[config.mk]
export PLATFORM = sky130hd
export DESIGN_NAME = crax_round
export DESIGN_NICKNAME = d
export VERILOG_FILES = /design/src/hw/rtl/crax_pkg.sv /design/src/hw/rtl/crax_round.sv
export SDC_FILE = /design/constraint.sdc
export NUM_CORES = 1
export LEC_CHECK = 0
export ABC_AREA = 1
export BUFFER_PORTS_ARGS = -buffer_cell sky130_fd_sc_hd__buf_2
export CORE_AREA = 5 5 128 130
export DETAILED_ROUTE_END_ITERATION = 7
export DIE_AREA = 0 0 133 135
export GPL_ROUTABILITY_DRIVEN = 1
export PLACE_DENSITY = 0.86
export SYNTH_ARGS = -nofsm -noshare
export SYNTH_HDL_FRONTEND = slang
export SYNTH_SLANG_ARGS = --single-unit
[constraint.sdc]
create_clock -name clk_i -period 9.61 [get_ports clk_i]
set_clock_uncertainty 0.2 [all_clocks]
set_input_delay 0.4805 -clock clk_i [delete_from_list [all_inputs] [get_ports clk_i]]
set_output_delay 0.4805 -clock clk_i [all_outputs]
set_load 0.1 [all_outputs]
[src/hw/rtl/crax_pkg.sv]
// Shared types, constants and ARX helper functions of the CRAX-S block cipher.
// No dependencies.
package crax_pkg;

  localparam int unsigned WordW      = 32;
  localparam int unsigned StepCount  = 10;
  localparam int unsigned RoundCount = 4;   // Alzette rounds per step
  localparam int unsigned ConstCount = 5;
  localparam int unsigned CfgIdxW    = 2;

  // Configuration register indexes
  localparam logic [CfgIdxW-1:0] RegKey0 = 2'd0;
  localparam logic [CfgIdxW-1:0] RegKey1 = 2'd1;
  localparam logic [CfgIdxW-1:0] RegKey2 = 2'd2;
  localparam logic [CfgIdxW-1:0] RegKey3 = 2'd3;

  // Operation codes
  localparam logic OpEncrypt = 1'b0;
  localparam logic OpDecrypt = 1'b1;

  localparam logic [WordW-1:0] AlzConst [ConstCount] = '{
    32'hB7E1_5162, 32'hBF71_5880, 32'h38B4_DA56, 32'h324E_7738, 32'hBB11_85EB
  };

  // Rotation of y into the add, and of x into the y update, per forward round
  localparam int unsigned RotAdd [RoundCount] = '{31, 17, 0, 24};
  localparam int unsigned RotXor [RoundCount] = '{24, 17, 31, 16};

  typedef struct packed {
    logic [WordW-1:0] k0;
    logic [WordW-1:0] k1;
    logic [WordW-1:0] k2;
    logic [WordW-1:0] k3;
  } key_t;

  typedef struct packed {
    logic             op;
    logic [WordW-1:0] x;
    logic [WordW-1:0] y;
  } blk_t;

  typedef struct packed {
    logic [WordW-1:0] x;
    logic [WordW-1:0] y;
  } word_pair_t;

  function automatic logic [WordW-1:0] rotr(input logic [WordW-1:0] v,
                                            input int unsigned amt);
    logic [WordW-1:0] r;
    if (amt == 0) begin
      r = v;
    end else begin
      r = (v >> amt) | (v << (WordW - amt));
    end
    return r;
  endfunction

  // Key material of one step: even steps use words 0/1, odd steps words 2/3
  function automatic word_pair_t step_key(input key_t k, input int unsigned s);
    word_pair_t p;
    if ((s % 2) == 0) begin
      p.x = k.k0 ^ WordW'(s);
      p.y = k.k1;
    end else begin
      p.x = k.k2 ^ WordW'(s);
      p.y = k.k3;
    end
    return p;
  endfunction

endpackage

[src/hw/rtl/crax_round.sv]
// One pipeline stage: a single Alzette round, forward or inverse per item,
// with the step key mixed in where the schedule needs it. Depends on crax_pkg.
module crax_round #(
  parameter int unsigned EncStep = 0,
  parameter int unsigned DecStep = 0,
  parameter int unsigned Round   = 0
) (
  input  logic           clk_i,
  input  logic           rst_ni,
  input  logic           valid_i,
  output logic           ready_o,
  input  crax_pkg::blk_t blk_i,
  input  crax_pkg::key_t key_i,
  output logic           valid_o,
  input  logic           ready_i,
  output crax_pkg::blk_t blk_o
);

  localparam int unsigned LastRound = crax_pkg::RoundCount - 1;
  localparam int unsigned InvRound  = LastRound - Round;
  localparam logic [crax_pkg::WordW-1:0] EncConst =
    crax_pkg::AlzConst[EncStep % crax_pkg::ConstCount];
  localparam logic [crax_pkg::WordW-1:0] DecConst =
    crax_pkg::AlzConst[DecStep % crax_pkg::ConstCount];
  localparam int unsigned EncRotA = crax_pkg::RotAdd[Round];
  localparam int unsigned EncRotB = crax_pkg::RotXor[Round];
  localparam int unsigned DecRotA = crax_pkg::RotAdd[InvRound];
  localparam int unsigned DecRotB = crax_pkg::RotXor[InvRound];

  logic                        valid_q;
  crax_pkg::blk_t              blk_q, blk_d;
  crax_pkg::word_pair_t        enc_key, dec_key;
  logic [crax_pkg::WordW-1:0]  ex, ey, dx, dy;

  assign enc_key = crax_pkg::step_key(key_i, EncStep);
  assign dec_key = crax_pkg::step_key(key_i, DecStep);

  // Forward round; key mixing precedes the first round of a step
  always_comb begin
    ex = blk_i.x;
    ey = blk_i.y;
    if (Round == 0) begin
      ex = ex ^ enc_key.x;
      ey = ey ^ enc_key.y;
    end
    ex = ex + crax_pkg::rotr(ey, EncRotA);
    ey = ey ^ crax_pkg::rotr(ex, EncRotB);
    ex = ex ^ EncConst;
  end

  // Inverse round; key removal follows the last inverse round of a step
  always_comb begin
    dx = blk_i.x ^ DecConst;
    dy = blk_i.y ^ crax_pkg::rotr(dx, DecRotB);
    dx = dx - crax_pkg::rotr(dy, DecRotA);
    if (Round == LastRound) begin
      dx = dx ^ dec_key.x;
      dy = dy ^ dec_key.y;
    end
  end

  // Select by operation
  always_comb begin
    blk_d.op = blk_i.op;
    if (blk_i.op == crax_pkg::OpDecrypt) begin
      blk_d.x = dx;
      blk_d.y = dy;
    end else begin
      blk_d.x = ex;
      blk_d.y = ey;
    end
  end

  // Advance when the stage is empty or its content moves on
  assign ready_o = !valid_q || ready_i;

  always_ff @(posedge clk_i or negedge rst_ni) begin
    if (!rst_ni) begin
      valid_q <= 1'b0;
    end else if (ready_o) begin
      valid_q <= valid_i;
    end
  end

  always_ff @(posedge clk_i) begin
    if (ready_o && valid_i) begin
      blk_q <= blk_d;
    end
  end

  assign valid_o = valid_q;
  assign blk_o   = blk_q;

endmodule

Word level (Yosys, flattened, before mapping) --
Index checks and enable logic that the tools add are counted.
Storage, ports and cells: bits in registers 66, input port bits 197, output and inout bits 67, logic and storage cells 20
Cells by class: $add $sub $neg 2, multiplexer cells 1, bitwise logic cells 10, reduce and logical (&&, ||, !) cells 3
Operator list (count):
- $xor 32x32->32 | 4
- $mux 64 | 1
- $or 8x32->32 | 2
- $add 32x32->32 | 1
- $not 16->16 | 2
- $or 1x32->32 | 1
- $or 16x32->32 | 1
- $sub 32x32->32 | 1
- $logic_and 1x1->1 | 1
- $logic_not 1->1 | 1
- $logic_or 1x1->1 | 1

Depth between registers and ports, before layout --
Gate-level depths: netlist of the first run.
depth after elaboration 6, depth in mapped cells 19

Worst setup path before layout of the first run --
No wires, ideal clock.
path kind reg-to-reg, from reg valid_q, in the netlist valid_o, to reg blk_q, in the netlist blk_o[0] (enable), setup time 509 ps, arrival time 4084 ps, setup slack 4817 ps, cell stages (with the launch flop) 2, buffers on the path 0, period minus slack after synthesis 4793 ps, cell sequence dfrtp_1 a21oi_1
Between the ends: word-level cells in the longest chain between the ends 3
Ends and longest elaborated chain:
- start: declaration | line crax_round.sv:30 | logic valid_q;
- start signal: assignment | line crax_round.sv:81 | valid_q <= valid_i;
- $logic_not 1->1 | line crax_round.sv:75 | assign ready_o = !valid_q || ready_i;
- $logic_or 1x1->1 | line crax_round.sv:75
- $logic_and 1x1->1 | line crax_round.sv:86 | if (ready_o && valid_i) begin
- end signal: assignment | line crax_round.sv:87 | blk_q <= blk_d;
- end: declaration | line crax_round.sv:31 | crax_pkg::blk_t blk_q, blk_d;
Every way passes these cells. A chain may end at the register's enable or synchronous reset.

==> flow_metrics.tcl, run 1 <==
set metrics [dict create \
    cts-resized-gates 0 \
    hold_depth 3 \
    num_rows 45 \
    vias_per_cell 5.732 \
    wl_mm 33.73 \
    place_inst 1662 \
    htreeDepth 3 \
    start_kind "primary input" \
    synth_cells 1287 \
    clkTransAtPathRegs_ns 0.06 \
    powerDensity_nw_per_um2 184.7 \
    yosysMostFrequentCell "nand2_1" \
    syn_nets 1542 \
    cts_post_setup_buffers_inserted 0 \
    hp-start "valid_i" \
    cp-startpoint "blk_i[31]" \
    die_w_um 133 \
    tns_ns 0 \
    status "finished with violations" \
    syn_to_final_growth_pct 18.34 \
    period_share 0.3608 \
    detail-route-antenna-nets 0 \
    die-area_um2 17960 \
    synth_top_area_share 0.2331 \
    slew_headroom 0.3919 \
    yosys.area.top_type "edfxtp_1" \
    maxCapViolCount 0 \
    synthArstFlopShare 0.01515 \
    yosys.cell_types.count 44 \
    grt_max_degree 76 \
    worstPathArrival_ns 3.33 \
    ys_seq_area_frac 0.2361 \
    io_pins 264 \
    rsz0062_at_grt "false" \
    hold_path.class "in -> reg" \
    cts-buffers-inserted 9 \
    finalCriticalPeriod_ns 3.467 \
    drc 2 \
    cts_buffer_depth 2 \
    whs_endpoint "valid_o" \
    drtPass1Iterations 8 \
    cts.sinks 66 \
    placedInstanceArea_um2 9577 \
    yosys-top-cells-area "edfxtp_1, nand2_1, ha_1, inv_1, xor2_1" \
    postLayoutCellArea_um2 9907 \
    wl_per_cell_um 20.08 \
    r2r-start "valid_o" \
    drtIter0Drc 1143 \
    power.leakage_nw 5.177 \
    synth_commonest_cells "nand2_1, inv_1, nand3_1" \
    place.gp.congestion 1.063 \
    syn_area_um2 8372 \
    worst-setup-path-type "in -> reg" \
    fill_cells 1367 \
    required_ns 9.47 \
    synth-edff-count 65 \
    yosys_warnings 0 \
    syn_avg_cell_area_um2 6.505 \
    grt_pass1_wl_mm 50.11 \
    antenna_found_initial 1 \
    end_kind "register" \
    multi_input_area_um2 5622 \
    synth_ff_type "edfxtp_1" \
    grt_pass1_vias 9132 \
    ctsHoldBuffers 1 \
    start_util 0.5569 \
    overflow 0 \
    layout-drive-gt1-share 0.1777 \
    instances_no_fill 1680 \
    nets 1741 \
    regArea_um2 1977 \
    core_area_um2 15030 \
    worst_pin_slew_ns 0.9121 \
    setup_violations 0 \
    cts_root_buf "clkbuf_16" \
    ys_seq_elements 66 \
    via_count 9630 \
    drv_slew 0 \
    r2r-end "blk_o[21]" \
    ff2ff_path_depth 2 \
    violations "design-rule violations" \
    port-buffer-count 199 \
    fmax_mhz 288.4 \
    hold_viol 0 \
    grt.total_usage 0.3686 \
    die_y_um 135 \
    cts_tree "built" \
    critical_path.max_fanout 3 \
    clock_latency_ns 0.35 \
    hpwl_mm 28.34 \
    ir_worst_vdd_v 0.0001066 \
    rrSetupSlack_ns 7.65 \
]
==> per-stage QoR <==
stage	util	hold WS (ns)	worst slack, ns	total power [mW]
2_1_floorplan	-	-0.01509	4.817	1.154
3_3_place_gp	0.6370	0.05560	5.962	1.429
3_5_place_dp	0.6370	0.05757	5.905	1.440
4_1_cts	0.6588	0.1736	6.247	1.806
5_1_grt	0.6588	0.1957	6.060	1.916
6_report	0.6590	0.1816	6.143	1.830
==> sequential cells by signal, indices dropped and copies added (netlist names) <==
register and cells:
blk_o 65, valid_o 1
==> power breakdown <==
group          total [mW]  internal (mW)  leakage [nW]  switching, mW
clock               0.366          0.228         0.149          0.138
combinational        1.08          0.277          4.39          0.804
sequential          0.383          0.374         0.633        0.00978
total                1.83          0.878          5.18          0.952
==> worst max-delay path, cell delays in order <==
cell	delay [ns]
buf_2	0.13
xnor2_1	0.24
inv_1	0.19
ha_1	0.25
fa_1	0.49
nand2_1	0.11
nand3_1	0.10
o21ai_2	0.13
o21ai_2	0.11
xnor2_1	0.67
o21ai_0	0.17
a21oi_1	0.19
a21oi_1	0.06
==> worst max path at each step <==
stage                     end  depth (start not counted)
finish              blk_o[14]                         13
global route         blk_o[4]                         19
CTS                 blk_o[14]                         13
detailed placement   blk_o[4]                         19
global placement     blk_o[4]                         19
floorplan            blk_o[0]                          1
==> placed cells by master, fill, tap and decap left out, types with 6 or more instances in the layout <==
| master | Yosys | routed |
|---|---|---|
| inv_2 | 6 | 7 |
| nand4_1 | 10 | 10 |
| xor2_1 | 71 | 71 |
| buf_2 | 2 | 199 |
| nand3_1 | 123 | 123 |
| or2_2 | 6 | 6 |
| xnor2_1 | 48 | 48 |
| clkbuf_16 | 0 | 9 |
| nand2_2 | 11 | 11 |
| o21bai_1 | 6 | 6 |
| o21a_1 | 9 | 9 |
| nor2_1 | 86 | 86 |
| nor3_1 | 15 | 15 |
| o21ai_0 | 70 | 70 |
| edfxtp_1 | 65 | 65 |
| a21oi_1 | 64 | 63 |
| inv_1 | 184 | 183 |
| ha_1 | 56 | 56 |
| o21ai_1 | 9 | 9 |
| nand2_1 | 382 | 382 |
| nand3_2 | 8 | 8 |
==> metal layers <==
metal,GRT usage,vias to the layer above,part of all wire
met5,0,-,0
met4,0.1980,0,0.056
met3,0.04769,96,0.11
met2,0.5796,661,0.43
met1,0.4946,4291,0.40
li1,-,4582,-
==> logic make-up after synthesis <==
logic type	share of synthesized area
simple gates	0.3382
flops	0.2361
buf+inv	0.09371
fa+ha+maj	0.08848
compound gates	0.1170
xor+xnor	0.1264
==> area by class of cell <==
type                       count  area share
inverter                     191     0.07237
sequential                    66      0.1995
multi-input combinational   1014      0.5674
clock inverter                 6    0.008967
timing repair buffer         204      0.1046
tap                          188     0.02374
clock buffer                  10     0.02311
antenna                        1   0.0002526
Power figures use the tool's default switching activity.
==> inputs of run 2 (changes only) <==
==> config.mk (replaced) <==
export PLATFORM = sky130hd
export DESIGN_NAME = crax_round
export DESIGN_NICKNAME = d
export VERILOG_FILES = /design/src/hw/rtl/crax_pkg.sv /design/src/hw/rtl/crax_round.sv
export SDC_FILE = /design/constraint.sdc
export NUM_CORES = 1
export LEC_CHECK = 0
export ABC_AREA = 0
export BUFFER_PORTS_ARGS = -buffer_cell sky130_fd_sc_hd__buf_2
export CORE_AREA = 5 5 125 127
export DETAILED_ROUTE_END_ITERATION = 7
export DIE_AREA = 0 0 130 132
export GPL_ROUTABILITY_DRIVEN = 1
export PLACE_DENSITY = 0.82
export SYNTH_ARGS = -nofsm -noshare
export SYNTH_HDL_FRONTEND = slang
export SYNTH_SLANG_ARGS = --single-unit
==> constraint.sdc (replaced) <==
create_clock -name clk_i -period 3.3 [get_ports clk_i]
set_clock_uncertainty 0.2 [all_clocks]
set_input_delay 0.165 -clock clk_i [delete_from_list [all_inputs] [get_ports clk_i]]
set_output_delay 0.165 -clock clk_i [all_outputs]
set_load 0.1 [all_outputs]
==> run 2 against run 1 <==
Against the previous run: the run ends with negative setup slack left; sequential share of layout area fell by 0.86 points; combinational power rose to 3.4 times the previous value; wire length fell by 17%; worst setup slack got worse by 6.2 ns; global-route usage fell by 5.5 points; clock-buffer cell count rose by 4; register-to-register slack got worse by 5.9 ns; synthesized cell count fell by 37%; critical path type unchanged; largest power group unchanged.
==> flow_metrics.tcl, run 2 <==
set metrics [dict create \
    layout_setup_ws_ns -0.06498 \
    wl_per_cell_um 20.24 \
    violations "negative setup slack" \
    ff2ff_path_depth 3 \
    hold_viol 0 \
    yosys.area.top_type "edfxtp_1" \
    wl_met1_mm 11.22 \
    clock_latency_ns 0.35 \
    power_mw 5.934 \
    cts_root_buf "clkbuf_16" \
    grt_max_degree 66 \
    fmax_mhz 297.2 \
    hpwl_mm 22.26 \
    required_ns 3.19 \
    hold_ws_ns 0.02573 \
    grt_pass1_vias 7531 \
    detail-route-antenna-nets 0 \
    syn_nets 1071 \
    die_y_um 132 \
    worst_pin_slew_ns 0.6322 \
    hp-start "blk_i[30]" \
    instances_no_fill 1380 \
    core_area_um2 14310 \
    wl_mm 27.93 \
    hold_path.class "in -> reg" \
    antenna_found_initial 1 \
    worst-setup-path-type "in -> reg" \
    cp_num_buf_inv 3 \
    fin_util 0.7233 \
    grt_pass1_wl_mm 41.24 \
    critical_path.max_fanout 3 \
    finalCriticalPeriod_ns 3.365 \
    rsz0062_at_grt "true" \
    met2_length_mm 12.86 \
    syn_area_um2 7271 \
    rrSetupSlack_ns 1.72 \
    ys_seq_area_frac 0.2719 \
    die_w_um 130 \
    path_common_cell "o21ai_2" \
    final_common_cell "buf_2" \
    syn_avg_cell_area_um2 8.910 \
    start_kind "primary input" \
    place.gp.congestion 1.009 \
    largest_reg_flops 65 \
    slew_headroom 0.5755 \
    io_pins 264 \
    powerDensity_nw_per_um2 573.2 \
    cts_tree "built" \
    hold_depth 3 \
    synth-edff-count 65 \
    grt.total_usage 0.3137 \
    cts_buffer_depth 2 \
    crit_family "compound AO/OA/AOI/OAI gates" \
    most-common-layout-cells "buf_2, buf_4, xor2_1, a21oi_1, edfxtp_1" \
    htreeDepth 3 \
    vias_per_cell 5.685 \
    tns_ns -0.09762 \
    period_share 1.020 \
    power.leakage_nw 4.912 \
    fill_cells 1080 \
    r2r-end "blk_o[7]" \
    synth_cells 816 \
    yosysMostFrequentCell "xor2_1" \
    synthArstFlopShare 0.01515 \
    clkTransAtPathRegs_ns 0.06 \
    routed.top_layer "met4" \
    overflow 0 \
    cpMaxStageDelayCell "a221o_2" \
    whs_endpoint "blk_o[30]" \
    drtPass1Iterations 6 \
    port-buffer-count 199 \
    nets 1444 \
    postLayoutCellArea_um2 10350 \
    crit_path_max_incr_delay_ns 0.38 \
    yosys-top-cells-area "edfxtp_1, xor2_1, ha_1, xnor2_1, a21oi_1" \
    num_rows 44 \
    ir_worst_vdd_v 0.0003114 \
    wl_met3_mm 2.560 \
    ys_seq_elements 66 \
    layout-drive-gt1-share 0.3727 \
    maxCapViolCount 0 \
    status "finished with violations" \
    cts-buffers-inserted 9 \
    place_inst 1348 \
    crit_chain "buf_8, xnor2_4, ha_4, inv_2, fa_2, a21o_1, maj3_2, o21ai_2, or2_1, o211a_1, o21ai_2, a221o_2, buf_6, a221oi_4, a21oi_2, xnor2_1, mux2i_1" \
    via_count 7845 \
    dp_slack_ns -0.4446 \
    synth_top_area_share 0.2685 \
    drtIter0Drc 914 \
    placedInstanceArea_um2 9733 \
    synth_ff_type "edfxtp_1" \
    r2r-start "valid_o" \
    die-area_um2 17160 \
    end_kind "register" \
    start_util 0.5080 \
    syn_to_final_growth_pct 42.38 \
    synth_commonest_cells "xor2_1, a21oi_1, xnor2_1" \
    worstPathArrival_ns 3.26 \
    drv_slew 0 \
    cts.sinks 66 \
    setup_violations 2 \
    yosys_warnings 0 \
    drc 0 \
    yosys.cell_types.count 76 \
]
-- run 2: cell types whose count changed after synthesis, moves of 19 or more --
cell,change
xnor2_1,+19
xor2_1,+46
inv_1,-151
nand2_1,-332
nand3_1,-107
o21ai_0,-27
a21o_1,+21
nor2_1,-21
-- run 2: area by class of cell --
| type | instances | area [um^2] | share of cell area |
|---|---|---|---|
| clock buffers | 14 | 264.0 | 0.02550 |
| repair buffers | 389 | 2476 | 0.2392 |
| diodes | 2 | 5.005 | 0.0004834 |
| multi-input cells | 690 | 5216 | 0.5039 |
| clock inverters | 2 | 60.06 | 0.005801 |
| inverters | 33 | 123.9 | 0.01197 |
| flip-flops and latches | 66 | 1977 | 0.1910 |
| well taps | 184 | 230.2 | 0.02224 |
-- run 2: report_power, final --
group	internal [mW]	switching (mW)	leakage [nW]	total (mW)
Combinational	1.35	2.35	4.13	3.71
Sequential	1.11	0.0289	0.627	1.14
Clock	0.704	0.381	0.157	1.09
Total	3.17	2.76	4.91	5.93
-- run 2: how the worst max path moves through the flow --
stage          startpoint   endpoint  slack, ns  depth (start not counted)
4_1_cts         blk_i[40]  blk_o[60]      -0.08                         17
3_3_place_gp    blk_i[24]  blk_o[60]      -0.37                         17
6_report        blk_i[24]  blk_o[60]      -0.06                         17
5_1_grt         blk_i[24]  blk_o[60]      -0.11                         17
3_5_place_dp    blk_i[24]  blk_o[60]      -0.44                         17
2_1_floorplan   blk_i[24]  blk_o[60]      -0.02                         15
-- run 2: repair_timing --
action,4_1_cts,5_1_grt
gates resized for setup,11,21
hold endpoints to repair,5,0
hold buffers,7,0
buffers inserted,4,3
pin swaps,12,20
endpoints found under the setup margin,4,21
-- run 2: worst reg2reg max path: stages, from the launching register on --
cell and delay (ns):
dfrtp_1 0.38, nand2b_1 0.10, and2_2 0.18, buf_12 0.32
-- run 2: cell families (layout without fill, tap and decap cells) --
group / count (synthesis) / count (layout) / synth area share
compound gates: 224 / 224 / 0.1986
xor+xnor: 189 / 189 / 0.2354
fa+ha+maj: 62 / 62 / 0.1077
buf+inv: 60 / 438 / 0.03235
flops: 66 / 66 / 0.2719
mux: 19 / 19 / 0.02667
other cells: 0 / 2 / 0
simple gates: 196 / 196 / 0.1273
-- run 2: metal layers --
layer / vias to the layer above / global-route usage
met5: - / 0
met4: 0 / 0.1253
met3: 94 / 0.05267
met2: 471 / 0.5057
met1: 3621 / 0.4170
li1: 3659 / -
